<file path="src/lma_pkg.sv">
// Shared constants, types and the quarter-wave sine function of the map associator.
// Depends on nothing; used by every module of the block but lma_ram.
`default_nettype none
package lma_pkg;
   localparam int MAP_DEPTH = 256;
   localparam int SINE_ENTRIES = 1024;
   localparam int IDX_W = $clog2(MAP_DEPTH);
   localparam int CNT_W = IDX_W + 1;
   localparam int SIDX_W = $clog2(SINE_ENTRIES);
   // Quarter-wave table: one entry per table step in the first quadrant.
   localparam int QTAB_N = SINE_ENTRIES / 4;
   localparam int QIDX_W = SIDX_W - 2;
   localparam int QSTEP = 16384 / QTAB_N;

   localparam logic [1:0] STATUS_MATCH = 2'd0;
   localparam logic [1:0] STATUS_NEW = 2'd1;
   localparam logic [1:0] STATUS_FULL = 2'd2;

   localparam logic [0:0] CMD_POSE = 1'b0;
   localparam logic [0:0] CMD_POINT = 1'b1;

   localparam logic [0:0] CSR_SENSOR_OFFSET = 1'b0;
   localparam logic [0:0] CSR_MATCH_DIST_SQ = 1'b1;

   localparam logic [23:0] MATCH_DIST_RESET = 24'd65536;

   // One point passed from the front to the back through the queue.
   typedef struct packed {
      logic signed [23:0] gx;
      logic signed [23:0] gy;
      logic signed [17:0] pz;
      logic signed [18:0] bx;
      logic signed [17:0] by;
      logic               fend;
   } point_type;

   // Evaluated only with constant arguments, to fill the quarter-wave table.
   function automatic logic signed [15:0] quarter_sine(input logic [14:0] t);
      logic signed [63:0] t2, r, s;
      begin
         t2 = (64'(t) * 64'(t)) >>> 14;
         r = 64'sd43068;
         r = 64'sd1256749 - ((r * t2) >>> 14);
         r = 64'sd21392327 - ((r * t2) >>> 14);
         r = 64'sd173399667 - ((r * t2) >>> 14);
         r = 64'sd421657428 - ((r * t2) >>> 14);
         s = (r * 64'(t) + (64'sd1 <<< 27)) >>> 28;
         if (s > 64'sd16384) s = 64'sd16384;
         quarter_sine = 16'(s);
      end
   endfunction

   // Sine at a quarter turn, the one value the table does not hold.
   localparam logic signed [15:0] QS_TOP = quarter_sine(15'd16384);
endpackage
`default_nettype wire

</file>
<file path="src/lma_queue.sv">
// Two-entry queue between the front end and the map search.
// Depends on lma_pkg.
`default_nettype none
module lma_queue import lma_pkg::*; (
   input  wire logic      clock,
   input  wire logic      reset,
   input  wire logic      push,
   output logic           full,
   input  wire point_type wdata,
   input  wire logic      pop,
   output logic           empty,
   output point_type      rdata
);
   point_type mem_ff [2];
   logic wp_ff, rp_ff;
   logic [1:0] cnt_ff;
   assign full = (cnt_ff == 2'd2);
   assign empty = (cnt_ff == 2'd0);
   assign rdata = mem_ff[rp_ff];
   always_ff @(posedge clock) begin
      if (push && !full) mem_ff[wp_ff] <= wdata;
      if (reset) begin
         wp_ff <= 1'b0;
         rp_ff <= 1'b0;
         cnt_ff <= 2'd0;
      end else begin
         if (push && !full) wp_ff <= ~wp_ff;
         if (pop && !empty) rp_ff <= ~rp_ff;
         cnt_ff <= cnt_ff + 2'(push && !full) - 2'(pop && !empty);
      end
   end
endmodule
`default_nettype wire

</file>
<file path="config.mk">
export PLATFORM = sky130hd
export DESIGN_NAME = lma_queue
export DESIGN_NICKNAME = d
export VERILOG_FILES = /design/src/lma_pkg.sv /design/src/lma_queue.sv
export SDC_FILE = /design/constraint.sdc
export NUM_CORES = 1
export LEC_CHECK = 0
export ABC_AREA = 0
export BUFFER_PORTS_ARGS = -buffer_cell sky130_fd_sc_hd__buf_2
export CORE_UTILIZATION = 50
export CTS_BUF_LIST = sky130_fd_sc_hd__clkbuf_8 sky130_fd_sc_hd__clkbuf_16
export CTS_CLUSTER_DIAMETER = 80
export DETAILED_ROUTE_END_ITERATION = 7
export PLACE_DENSITY = 0.77
export SYNTH_ARGS = -nofsm -noshare
export SYNTH_HDL_FRONTEND = slang
export SYNTH_SLANG_ARGS = --single-unit
export TNS_END_PERCENT = 5
</file>
<file path="constraint.sdc">
create_clock -name clock -period 9.85 [get_ports clock]
set_input_delay 1.97 -clock clock [delete_from_list [all_inputs] [get_ports clock]]
set_output_delay 1.97 -clock clock [all_outputs]
set_load 0.005 [all_outputs]
</file>
* Word-level counts from Yosys, hierarchy flattened
Memory sizes are Yosys's and may differ from the RTL's. A register that Yosys moved wholly into a read port is not among the register bits.
Cells that the tools add are included.
** Word-level totals
- Memories :: 1
- ROM bits :: 0
- Word-level logic and storage cells :: 18
- Memory bits (writable) :: 208
- Bits in latches :: 0
- Output and inout bits :: 106
- Register bits :: 4
- Bits of input ports :: 108
** Memories
- mem_ff :: words 2, bits a word 104, rd ports 1, clocked after memory_dff 1, wr ports 1, RTL line lma_queue.sv:14 : point_type mem_ff [2];
** Cells by class
- Bitwise logic cells :: 2
- Mux-type cells :: 4
- Divide/modulo/power cells :: 0
- Equality and inequality tests :: 1
- $lt $le $gt $ge :: 0
- Reduce and logical (&&, ||, !) cells :: 5
- Multiply operators :: 0
- Shift-type cells :: 0
- $add $sub $neg :: 2
** Operators with widths (count)
- 1-bit 2-to-1 mux :: 4
- 2-bit by 1-bit adder with 2-bit output :: 1
- 2-bit == test, second input constant :: 1
- 1-bit logical AND :: 2
- 1-bit zero test :: 2
- 2-bit zero test :: 1
- 1-bit inverter :: 2
- 2-bit by 1-bit subtractor with 2-bit output :: 1

* Longest topological paths before layout
- Depth after elaboration :: 5
- Depth in mapped cells :: 8
- Depth with buffers taken out :: 8

* Worst setup path after synthesis
Ideal clock, no wire load.
- Path kind :: input to register
- From :: in push
- To :: mem mem_ff[1][0] (netlist name) (enable)
- Cell stages on the path :: 1
- Slack :: 4.949 ns
- Arrival time :: 4.426 ns
- Data required time :: 9.375 ns
- Path through :: and3_1
** Between the ends
- Cells in the longest elaborated chain, start to end :: 3
** RTL lines
- from (decl) :: RTL line lma_queue.sv:7 : input wire logic push,
- 1-bit logical AND :: RTL line lma_queue.sv:21 : if (push && !full) mem_ff[wp_ff] <= wdata;
- 1-bit 2-to-1 mux :: RTL line lma_queue.sv:21
- 1-bit 2-to-1 mux (implied by the code) :: RTL line lma_queue.sv:21
- to (decl) :: RTL line lma_queue.sv:14
Every way passes these cells.

==> metrics.cfg <==
[run_status]
outcome = finished, final reports clean

[drt]
drc_errors = 0
top_layer = met4
met3_length_mm = 1.27
met1_length_mm = 5.63
first_iter_violations = 183
ant_nets = 0
wl_mm = 14.1
vias = 3985
met2WireLength_mm = 6.91
via_per_inst = 4.96
routedWlPerCell_um = 17.5
dr.pass1.iters = 5

[global_routing]
grt_pass1_wl_mm = 21.1
gr-total-overflow = 0
antenna_found_initial = 0
grt_max_degree = 56
grt_use_total_pct = 16.7
grt_pass1_vias = 4271

[worst_setup_path]
crit_buf_inv = 2
end_kind = primary output
crit_family = flip-flops
regToRegSetupSlack_ns = 7.28
critical_path_arrival_ns = 2.81
worstPathRequired_ns = 7.88
crit_fanout = 55
crit_type = reg -> out
cpPeakStageDelay_ns = 0.93
startpoint_type = flip-flop
cp_slowest_cell = dfxtp_4
crit_chain = buf_4, mux2_2, buf_2

[clocking]
post_cts_resize_count = 0
insertion_delay_ns = 0.49
cts-hold-fix-buffers = 0
clk_pin_slew_ns = 0.06
post_cts_buffers = 0
numCtsBuffers = 22
clock-root-buffer = clkbuf_16
cts.sinks = 213
h-tree-depth = 1
clockBufferDepth = 3
tritoncts = done

[synth]
synth_fp_nets = 461
netlist.area_leader.share_pct = 78.2
yosysSeqAreaShare_pct = 79.4
synth_cells = 351
ys_ff_latch = 213
yosysWarnings = 0
synth_top_cell_by_area = edfxtp_1
synth.distinct_cells = 23
avgSynthCellArea_um2 = 22.8
synth.area.top_cells = edfxtp_1 78%, mux2_4 11%, mux2_2 6.2%
syn-cell-area_mm2 = 0.00799

[cells_and_area]
n_antenna_cell = 0
area_delta_synth_final_pct = 24.3
ff_latch_area_mm2 = 0.00635
fillers = 1081
instances_no_fill = 804
nNetsFinal = 689
multi_input_area_mm2 = 0.00152
drive_gt1_share_pct = 60.0
final_util_pct = 64.6

[floorplanning]
start_util_pct = 52.0
die_h_um = 128
rows = 45
chipWidth_um = 128
ios = 214
core_mm2 = 0.0154
die_area_mm2 = 0.0165

[place]
io_buffers = 213
dpl.cell_count = 766
place.gp.congestion = 0.712
dp_hpwl_mm = 9.25

[sta]
fin_crit_sh_pct = 48.5
drv_slew = 0
rsz0062_at_grt = no
hold_viol = 0
fmax_mhz = 209
fin_crit_ns = 4.78
tightest_slew_ns = 0.902
setup_tns_ns = 0
setup_viol = 0
maxSlewHeadroom_pct = 39.9
worst_clock_skew_ns = 0.00714

[power_and_ir_drop]
p_leak_nw = 3.86
max-vdd-ir-drop_mv = 0.157
power_density_mw_per_mm2 = 262

[hold_path]
hold_class = reg -> reg

[flow_run]
cap_violations = 0

==> stage by stage <==
| stage | instance area, um2 | worst slack, ns | power (mW) | hold slack, ns |
|---|---|---|---|---|
| after floorplan | 7990 | 4.95 | 1.64 | 0.452 |
| after global placement | 9240 | 5.60 | 1.84 | 0.476 |
| after detailed placement | 9240 | 5.54 | 1.86 | 0.496 |
| after CTS | 9930 | 5.01 | 2.64 | 0.509 |
| after global routing | 9930 | 4.93 | 2.72 | 0.532 |
| final | 9930 | 5.07 | 2.60 | 0.515 |
==> worst paths after layout <==
kind	from	to	depth (start not counted)
min	wp_ff	wp_ff	2
max reg2reg	cnt_ff[0]	mem_ff[0][96]	5
min reg2reg	wp_ff	wp_ff	2
max	flip-flop	rdata[8]	3
==> cell usage in the layout (no fill, tap or decap), drive strengths merged, types with 2 or more instances in the layout <==
| master | n |
|---|---|
| ha | 2 |
| edfxtp | 208 |
| buf | 216 |
| clkinv | 6 |
| clkbuf | 25 |
| mux2 | 104 |
| nor2 | 4 |
| inv | 9 |
| dfxtp | 5 |
==> registers in the layout (all words and copies together), names as in the netlist, named ones only <==
register and cells:
wp_ff 1, cnt_ff 2, mem_ff 208, rp_ff 1
==> layer usage <==
metal | vias to the layer above | GRT usage, %
li1 | 1837 | -
met1 | 1959 | 20.0
met2 | 166 | 29.2
met3 | 23 | 4.74
met4 | 0 | 5.40
met5 | - | 0
==> power by group <==
| part | switching (mW) | internal [mW] |
|---|---|---|
| Combinational | 0.258 | 0.341 |
| Clock | 0.312 | 0.461 |
| Sequential | 0.0737 | 1.16 |
| Total | 0.644 | 1.96 |
==> cell usage after synthesis <==
| cell type | count |
|---|---|
| edfxtp_1 | 208 |
| mux2_4 | 60 |
| mux2_2 | 44 |
| buf_6 | 7 |
| dfxtp_1 | 5 |
| buf_2 | 4 |
| nor2_1 | 4 |
| inv_1 | 3 |
| ha_1 | 2 |
| a21oi_1 | 1 |
| and2_1 | 1 |
| and3_1 | 1 |
| buf_8 | 1 |
| inv_2 | 1 |
| nand2_1 | 1 |
| nand2b_2 | 1 |
| nor2b_1 | 1 |
| nor3_1 | 1 |
| o21a_1 | 1 |
| o21ai_0 | 1 |
| or3_1 | 1 |
| xnor2_1 | 1 |
| xor2_1 | 1 |
==> worst min-delay path, delay by kind of cell, from the launching register on <==
kind	cells	cell delay, ns
compound gates	2	0.14
flops	1	0.32
==> area by class of cell <==
class	instances	share of cell area (%)
Clock inverter	13	0.882
Sequential cell	213	63.9
Tap cell	211	2.66
Clock buffer	25	6.07
Timing Repair Buffer	216	11.0
Multi-Input combinational cell	122	15.3
Inverter	4	0.176
==> logic make-up after synthesis <==
logic type	count (synthesis)	synth area share, %
flops	213	79.4
compound gates	3	0.219
fa+ha+maj	2	0.313
xor+xnor	2	0.219
mux	104	17.5
simple gates	11	0.720
buf+inv	16	1.61
Power figures use the tool's default switching activity.
