<file path="config.mk">
export PLATFORM = sky130hd
export DESIGN_NAME = lma_front
export DESIGN_NICKNAME = d
export VERILOG_FILES = /design/src/lma_pkg.sv /design/src/lma_front.sv
export SDC_FILE = /design/constraint.sdc
export NUM_CORES = 2
export LEC_CHECK = 0
export BUFFER_PORTS_ARGS = -buffer_cell sky130_fd_sc_hd__buf_2
export CAP_MARGIN = 20
export CORE_MARGIN = 10
export CORE_UTILIZATION = 40
export CTS_BUF_LIST = sky130_fd_sc_hd__clkbuf_4 sky130_fd_sc_hd__clkbuf_8 sky130_fd_sc_hd__clkbuf_16
export DETAILED_ROUTE_END_ITERATION = 16
export GPL_TIMING_DRIVEN = 0
export SYNTH_ARGS = -nofsm -noshare
export SYNTH_HDL_FRONTEND = slang
export SYNTH_SLANG_ARGS = --single-unit
</file>
<file path="constraint.sdc">
create_clock -name clock -period 22 [get_ports clock]
set_input_delay 0 -clock clock [delete_from_list [all_inputs] [get_ports clock]]
set_output_delay 0 -clock clock [all_outputs]
set_load 0.005 [all_outputs]
</file>
<file path="src/lma_pkg.sv">
// Shared constants, types and the quarter-wave sine function of the map associator.
// Depends on nothing; used by every module of the block but lma_ram.
`default_nettype none
package lma_pkg;
   localparam int MAP_DEPTH = 256;
   localparam int SINE_ENTRIES = 1024;
   localparam int IDX_W = $clog2(MAP_DEPTH);
   localparam int CNT_W = IDX_W + 1;
   localparam int SIDX_W = $clog2(SINE_ENTRIES);
   // Quarter-wave table: one entry per table step in the first quadrant.
   localparam int QTAB_N = SINE_ENTRIES / 4;
   localparam int QIDX_W = SIDX_W - 2;
   localparam int QSTEP = 16384 / QTAB_N;

   localparam logic [1:0] STATUS_MATCH = 2'd0;
   localparam logic [1:0] STATUS_NEW = 2'd1;
   localparam logic [1:0] STATUS_FULL = 2'd2;

   localparam logic [0:0] CMD_POSE = 1'b0;
   localparam logic [0:0] CMD_POINT = 1'b1;

   localparam logic [0:0] CSR_SENSOR_OFFSET = 1'b0;
   localparam logic [0:0] CSR_MATCH_DIST_SQ = 1'b1;

   localparam logic [23:0] MATCH_DIST_RESET = 24'd65536;

   // One point passed from the front to the back through the queue.
   typedef struct packed {
      logic signed [23:0] gx;
      logic signed [23:0] gy;
      logic signed [17:0] pz;
      logic signed [18:0] bx;
      logic signed [17:0] by;
      logic               fend;
   } point_type;

   // Evaluated only with constant arguments, to fill the quarter-wave table.
   function automatic logic signed [15:0] quarter_sine(input logic [14:0] t);
      logic signed [63:0] t2, r, s;
      begin
         t2 = (64'(t) * 64'(t)) >>> 14;
         r = 64'sd43068;
         r = 64'sd1256749 - ((r * t2) >>> 14);
         r = 64'sd21392327 - ((r * t2) >>> 14);
         r = 64'sd173399667 - ((r * t2) >>> 14);
         r = 64'sd421657428 - ((r * t2) >>> 14);
         s = (r * 64'(t) + (64'sd1 <<< 27)) >>> 28;
         if (s > 64'sd16384) s = 64'sd16384;
         quarter_sine = 16'(s);
      end
   endfunction

   // Sine at a quarter turn, the one value the table does not hold.
   localparam logic signed [15:0] QS_TOP = quarter_sine(15'd16384);
endpackage
`default_nettype wire

</file>
<file path="src/lma_front.sv">
// Front end: pose register, sine lookup, rotation and translation of points.
// Depends on lma_pkg.
`default_nettype none
module lma_front import lma_pkg::*; (
   input  wire logic               clock,
   input  wire logic               reset,
   input  wire logic               req_push,
   output logic                    req_full,
   input  wire logic               req_cmd,
   input  wire logic signed [23:0] req_pose_x,
   input  wire logic signed [23:0] req_pose_y,
   input  wire logic        [15:0] req_heading,
   input  wire logic signed [17:0] req_point_x,
   input  wire logic signed [17:0] req_point_y,
   input  wire logic signed [17:0] req_point_z,
   input  wire logic               req_frame_end,
   input  wire logic        [10:0] sensor_offset,
   output logic                    q_push,
   input  wire logic               q_full,
   output point_type               q_data
);
   typedef enum logic [1:0] {S_IDLE, S_MUL, S_SUM} state_type;
   state_type state_ff;
   logic signed [23:0] vx_ff, vy_ff;
   logic [SIDX_W-1:0] sidx_ff;
   logic pose_valid_ff;
   logic signed [15:0] sin_ff, cos_ff;
   logic signed [18:0] bx_ff;
   logic signed [17:0] by_ff, pz_ff;
   logic fend_ff;
   logic signed [35:0] bxc_ff, bys_ff, bxs_ff, byc_ff;
   logic signed [37:0] sum_x, sum_y;
   logic signed [24:0] rx, ry;
   logic signed [25:0] gx_w, gy_w;
   logic [SIDX_W-1:0] sidx_in;
   logic signed [15:0] qtab [QTAB_N];

   // Constant first-quadrant sine table, Q14.
   for (genvar k = 0; k < QTAB_N; k++) begin : g_qtab
      assign qtab[k] = quarter_sine(15'(k * QSTEP));
   end

   // Full-turn sine from the quarter-wave table, folded by quadrant.
   function automatic logic signed [15:0] sine_lookup(input logic [SIDX_W-1:0] ix);
      logic [QIDX_W-1:0] k, k_neg;
      logic signed [15:0] s;
      k = ix[QIDX_W-1:0];
      k_neg = -k;
      if (!ix[SIDX_W-2]) s = qtab[k];
      else if (k == '0) s = QS_TOP;
      else s = qtab[k_neg];
      sine_lookup = ix[SIDX_W-1] ? -s : s;
   endfunction

   assign req_full = (state_ff != S_IDLE);
   assign sidx_in = req_heading[15 -: SIDX_W];

   assign sum_x = 38'(bxc_ff) - 38'(bys_ff) + 38'sd8192;
   assign sum_y = 38'(bxs_ff) + 38'(byc_ff) + 38'sd8192;
   assign rx = 25'(sum_x >>> 14);
   assign ry = 25'(sum_y >>> 14);
   assign gx_w = 26'(vx_ff) + 26'(rx);
   assign gy_w = 26'(vy_ff) + 26'(ry);

   function automatic logic signed [23:0] sat24(input logic signed [25:0] v);
      if (v > 26'sd8388607) sat24 = 24'sh7FFFFF;
      else if (v < -26'sd8388608) sat24 = 24'sh800000;
      else sat24 = 24'(v);
   endfunction

   assign q_push = (state_ff == S_SUM) && !q_full;
   always_comb begin
      q_data.gx = sat24(gx_w);
      q_data.gy = sat24(gy_w);
      q_data.pz = pz_ff;
      q_data.bx = bx_ff;
      q_data.by = by_ff;
      q_data.fend = fend_ff;
   end

   always_ff @(posedge clock) begin
      if (reset) begin
         state_ff <= S_IDLE;
         pose_valid_ff <= 1'b0;
         vx_ff <= '0;
         vy_ff <= '0;
         sidx_ff <= '0;
      end else begin
         case (state_ff)
            S_IDLE: begin
               if (req_push) begin
                  if (req_cmd == CMD_POSE) begin
                     vx_ff <= req_pose_x;
                     vy_ff <= req_pose_y;
                     sidx_ff <= sidx_in;
                     pose_valid_ff <= 1'b1;
                  end else if (pose_valid_ff) begin
                     sin_ff <= sine_lookup(sidx_ff);
                     cos_ff <= sine_lookup(sidx_ff + SIDX_W'(SINE_ENTRIES / 4));
                     bx_ff <= 19'(req_point_x) + 19'(sensor_offset);
                     by_ff <= req_point_y;
                     pz_ff <= req_point_z;
                     fend_ff <= req_frame_end;
                     state_ff <= S_MUL;
                  end
               end
            end
            S_MUL: begin
               bxc_ff <= 36'(bx_ff) * 36'(cos_ff);
               bys_ff <= 36'(by_ff) * 36'(sin_ff);
               bxs_ff <= 36'(bx_ff) * 36'(sin_ff);
               byc_ff <= 36'(by_ff) * 36'(cos_ff);
               state_ff <= S_SUM;
            end
            S_SUM: if (!q_full) state_ff <= S_IDLE;
            default: state_ff <= S_IDLE;
         endcase
      end
   end
endmodule
`default_nettype wire

</file>
==> Word level (Yosys, flattened, before mapping) <==
Memory sizes are Yosys's and may differ from the RTL's.
Cells that the tools add are included.
{ "word_totals": {"ff_bits": 287, "rom_bits": 16384, "out_inout_bits": 106, "wordCells": 98, "memories": 4} }
{ "mem_list": {"columns": ["name", "depth", "word_bits", "read_ports", "rd_ports_with_merged_regs", "write_ports", "line_no", "rtl"], "rows": [
  ["(no name shown)", 256, 16, 1, 0, 0, "lma_front.sv:51", "else s = qtab[k_neg];"],
  ["(no name shown)", 256, 16, 1, 0, 0, "lma_front.sv:49", "if (!ix[SIDX_W-2]) s = qtab[k];"],
  ["(no name shown)", 256, 16, 1, 0, 0, "lma_front.sv:51", null],
  ["(no name shown)", 256, 16, 1, 0, 0, "lma_front.sv:49", null]
]} }
{ "classes": {"addsub": 12, "multipliers": 4, "n_lt_le_gt_ge": 8, "n_eq_ne": 6, "n_mux": 33, "bitwise": 6, "n_reduce_logical": 10} }
{ "ops": {"columns": ["op", "count"], "rows": [
  ["2-to-1 mux 16 bit", 24],
  ["2-to-1 mux 24 bit", 4],
  ["adder 36 x 15 -> 37 bit (second input constant)", 2],
  ["multiplier 19 x 16 -> 35 bit", 2],
  ["multiplier 18 x 16 -> 34 bit", 2],
  ["adder 24 x 23 -> 25 bit", 2],
  ["greater-than comparator 25 x 24 -> 1 bit (second input constant)", 2],
  ["< comparator 25 x 24 -> 1 bit (second input constant)", 2],
  ["adder 35 x 34 -> 36 bit", 1],
  ["greater-or-equal comparator 9 bit (second input constant)", 4],
  ["inverter 8 -> 9 bit", 4],
  ["subtractor 35 x 34 -> 36 bit", 1],
  ["negator 16 bit", 2],
  ["adder 18 x 12 -> 19 bit", 1],
  ["zero test 8 bit", 2],
  ["negator 8 bit", 2],
  ["adder 10 x 9 -> 10 bit (second input constant)", 1],
  ["2-to-1 mux 2 bit", 4],
  ["inequality test 2 bit (second input constant)", 4],
  ["one-hot mux 2 bit (3 select lines)", 1],
  ["AND reduction 5 bit", 1],
  ["AND reduction 4 bit", 1],
  ["AND reduction 3 bit", 1],
  ["== test 2 x 1 -> 1 bit (second input constant)", 1],
  ["other kinds (7)", 8]
]} }

==> Logic depth before layout (Yosys ltp) <==
{ "depth": {"word_depth": 15, "mapped_depth": 28, "ltp_nobuf": 26} }

==> Least setup slack after synthesis <==
No wires, ideal clock.
{ "synth_path": {"path_kind": "flip-flop to flip-flop", "start": "register state_ff[0]", "end": "register bx_ff[0], enable pin", "arrival_time_ns": 6.551, "required_ns": 21.357, "slack_ns": 14.806, "path_stages_with_launch": 4, "n_path_buf": 0, "path_cell_list": "dfxtp_1 nor2_1 nand2_1 nor3_1"} }
{ "synth_between": {"elab_chain_cells": 2} }
{ "synth_lines": {"columns": ["item", "line_no", "rtl"], "rows": [
  ["start, declared", "lma_front.sv:23", "state_type state_ff;"],
  ["start signal, assigned", "lma_front.sv:83", "state_ff <= S_IDLE;"],
  ["start signal, assigned", "lma_front.sv:104", "state_ff <= S_MUL;"],
  ["start signal, assigned", "lma_front.sv:113", "state_ff <= S_SUM;"],
  ["zero test 2 bit", "lma_front.sv:89", "case (state_ff)"],
  ["AND reduction 5 bit (no source line)", null, null],
  ["end signal, assigned", "lma_front.sv:100", "bx_ff <= 19'(req_point_x) + 19'(sensor_offset);"],
  ["end, declared", "lma_front.sv:28", "logic signed [18:0] bx_ff;"]
]} }
No other way between the ends.
A chain may end at the register's enable or synchronous reset.

==> Final worst setup path <==
{ "layout_path": {"start": "register sidx_ff[0]", "end": "register sin_ff[13], data pin"} }
{ "layout_between": {"elab_chain_cells": 14, "elab_cells_between_ends": 19} }
{ "layout_lines": {"columns": ["item", "line_no", "rtl"], "rows": [
  ["start, declared", "lma_front.sv:25", "logic [SIDX_W-1:0] sidx_ff;"],
  ["start signal, assigned", "lma_front.sv:95", "sidx_ff <= sidx_in;"],
  ["negator 8 bit", "lma_front.sv:48", "k_neg = -k;"],
  ["inverter 8 -> 9 bit (implied by the code)", "lma_front.sv:51", null],
  ["memory (256 x 16 bit)", null, null],
  ["2-to-1 mux 16 bit (implied by the code) (2 in a row)", "lma_front.sv:51", null],
  ["2-to-1 mux 16 bit", "lma_front.sv:50", "else if (k == '0) s = QS_TOP;"],
  ["2-to-1 mux 16 bit *", "lma_front.sv:49", null],
  ["2-to-1 mux 16 bit *", "lma_front.sv:97", "end else if (pose_valid_ff) begin"],
  ["2-to-1 mux 16 bit *", "lma_front.sv:92", "if (req_cmd == CMD_POSE) begin"],
  ["2-to-1 mux 16 bit *", "lma_front.sv:91", "if (req_push) begin"],
  ["2-to-1 mux 16 bit *", "lma_front.sv:89", null],
  ["2-to-1 mux 16 bit *", "lma_front.sv:82", "if (reset) begin"],
  ["negator 16 bit", "lma_front.sv:52", "sine_lookup = ix[SIDX_W-1] ? -s : s;"],
  ["2-to-1 mux 16 bit *", "lma_front.sv:52", null],
  ["end signal, assigned", "lma_front.sv:98", "sin_ff <= sine_lookup(sidx_ff);"],
  ["end, declared", "lma_front.sv:27", "logic signed [15:0] sin_ff, cos_ff;"]
]} }
Every way passes the cells marked *; elsewhere a longest branch is shown, timed or not. The select of a mux whose other input is x is not followed.

==> impl_results.md <==
- Asr flop ratio synth: 0%
- Syn nets: 9644
- Die Span X: 435 um
- IO Pins: 241
- Overall routing resource usage: 30.9%
- Hold Path End: pz_ff[7]$_DFFE_PP_
- Unrepaired setup endpoints after global routing: no
- GP Congestion: 1.02
- Slew Viols, Final: 0
- Average wire per standard cell: 28.0 um
- Core footprint: 172000 um2
- Yosys warns: 0
- Switching Share: 54.1%
- RR Startpoint: sidx_ff[0]$_SDFFE_PP0P_
- Switch Pwr: 3.23 mW
- Via count: 60100
- PortBufs: 233
- TritonRoute pass-1 iters: 6
- Num CTS Buffers: 40
- Top cell type's share of synthesized area: 34.7%
- Endpoints failing setup: 0
- Hold Violations, Final: 0
- Startpoint types: flip-flop
- Achievable Freq: 0.0940 GHz
- Total gr overflow: 0
- Met2 global-route usage: 49.1%
- Post-synth top area cell: fa_1
- Post-DP HPWL: 240 mm
- Avg Cell Area, Syn: 8.93 um2
- Largest stage delay, worst path: 810 ps
- Final period utilization: 48.4%
- Final worst slack: 11360 ps
- Final setup TNS: 0 ps
- Initial Utilization: 40.2%
- CTS tree: yes
- Seq/Total Area, Yosys: 11.6%
- Crit Path Category: flip-flop to flip-flop
- CP endpoint kind: flip-flop
- Max FO, Critical Path: 17
- Max-cap violations: 0
- Pleak: 35.5 nW
- Clk sink count: 287
- Hold Startpoint: req_point_z[7]
- Type of the tightest min-delay check: primary input to flip-flop
- FF+latch area: 8010 um2
- Slowest CP cell: ha_1
- Top-count cell post-synth: inv_1
- Dpl ws: 11830 ps
- Die ar.: 189000 um2
- Flop-to-flop setup slack: 11360 ps
- Netlist cell types: 111
- Grt met3 use: 6.13%
- Initial antenna violation count: 31
- Status: finished clean
- R2R depth: 25
- Fin Clk Skew: 46.6 ps
- Post-synth top flop: edfxtp_1
- Vias in the first global route: 62200
- Pwr dens: 76.9 nW/um2
- Pin count of the biggest net entering global routing: 38
- First-pass GRT wire length: 430 mm
- Final nets: 10200
- # H-tree levels: 2
- Yosys reg bits: 287
- Area Growth Syn to Fin: 12.3%
- # DRC: 0
- Deepest clock path buffer count: 3
- Worst-path clk slew: 60 ps
- Synth cell count leaders: inv_1, fa_1, nand2_1
- Clock Power Share: 11.7%
- Rel. slew slack: 11.7%
- Cells after synthesis: 7726
- Die height: 435 um
- Area of the multi-input gates: 53700 um2
- Worst-Skew Late Latency: 680 ps
- Met1 Track Usage GR: 36.7%
- Worst Max-Slew Pin Slew: 1320 ps
- Share of post-route cells with drive strength above 1: 7.09%
- WP data arrival: 11030 ps
- Gate power share: 75.3%
- DRT Wirelength: 298 mm
- Root buf cell: clkbuf_16
- RR Endpoint: sin_ff[13]$_DFFE_PP_
- Average via count per standard cell: 5.65
- Worst vdd ir: 105 uV
- Number of synthesized flops with an enable pin: 226
- Final ANT Viol Nets: 0
- CP required: 22390 ps
- Crit path time final: 10640 ps
- FP Rows: 152
- Gr busiest metal: met2
- Seq pwr share: 13.0%
- DRT iter0 DRCs: 5595
- Internal Pwr Total: 2.73 mW
- Fill count: 17100
- Worst setup path start: sidx_ff[0]$_SDFFE_PP0P_
- Hold path depth: 2
- Synthesized area: 69000 um2
- Post-CTS Setup Bufs: 0
- Synth top area cells: fa_1, ha_1, edfxtp_1
critical path: cells and delay by family, from the launching register on:
kind | cells | cell delay, ps
buffers and inverters | 13 | 5730
DFF | 1 | 560
xor gates and xnor gates | 1 | 170
and+or+nand+nor | 2 | 300
muxes | 1 | 500
AOI/OAI and AO/OA | 5 | 1230
adders and majority gates | 3 | 1840
cells in the final DEF (no fill, tap or decap), drive strengths merged, types with 242 or more instances in the layout:
cell	n
and2	474
a21oi	330
fa	1195
clkbuf	355
nand2	981
nor2	286
o21ai	242
ha	588
inv	1413
buf	443
sequential cells by signal, indices dropped and copies added, names as in the netlist:
signal / flops
vx_ff: 24
bxs_ff: 35
bxc_ff: 35
fend_ff: 1
pose_valid_ff: 1
bys_ff: 34
by_ff: 18
bx_ff: 19
byc_ff: 34
pz_ff: 18
vy_ff: 24
cos_ff: 16
sidx_ff: 10
state_ff: 2
sin_ff: 16
routing by layer:
| metal | up-vias | wire (um) |
|---|---|---|
| met5 | - | 96 |
| met4 | 16 | 28500 |
| met3 | 898 | 24800 |
| li1 | 25800 | - |
| met1 | 30300 | 110000 |
| met2 | 3075 | 135000 |
how the worst max path moves through the flow:
stage,to
after floorplan,bx_ff[0]$_DFFE_PP_
after global placement,by_ff[3]$_DFFE_PP_
after detailed placement,sin_ff[13]$_DFFE_PP_
after CTS,sin_ff[13]$_DFFE_PP_
after global routing,sin_ff[13]$_DFFE_PP_
final,sin_ff[13]$_DFFE_PP_
power by group through the flow:
stage,Clock (mW),Combinational (mW),Sequential [mW]
detailed placement,0,4.40,0.785
CTS,0.726,4.46,0.774
finish,0.699,4.49,0.774
global route,0.742,4.81,0.775
global placement,0,4.27,0.789
floorplan,0,2.60,0.779
kinds of logic (layout without fill, tap and decap cells):
group,Yosys count,after routing,share of synthesized area (%)
and+or+nand+nor,2201,2201,15.4
buffers and inverters,1868,2448,10.5
adders and majority gates,1790,1790,45.4
AOI/OAI and AO/OA,1208,1208,11.6
xor gates and xnor gates,292,292,3.79
DFF,287,287,11.6
muxes,80,80,1.61
other,0,27,0
final cells by class:
cell class / instances / share of cell area [%]
multi-input combinational: 5571 / 69.3
sequential: 287 / 10.3
inverter: 1410 / 6.83
timing repair buffer: 507 / 5.35
tap: 2310 / 3.73
buffer: 458 / 2.56
clock buffer: 44 / 1.33
clock inverter: 29 / 0.447
antenna: 27 / 0.0872
metrics by stage:
stage                     total power, mW  area (um2)  std cells  hold slack [ps]  util (%)
final                                5.96       77500      10600             56.0      45.2
after global routing                 6.32       77500      10600             35.6      45.2
after CTS                            5.96       77400      10600             3.71      45.1
after floorplan                      3.38       69000       7726             33.0         -
after global placement               5.06       73000      10300              176      42.6
after detailed placement             5.19       73900      10300              178      43.1
what timing repair did:
action                                 CTS  global route
hold buffers                           211             0
gates resized for setup                  0             0
endpoints found under the hold margin  119             0
Power figures use the tool's default switching activity.
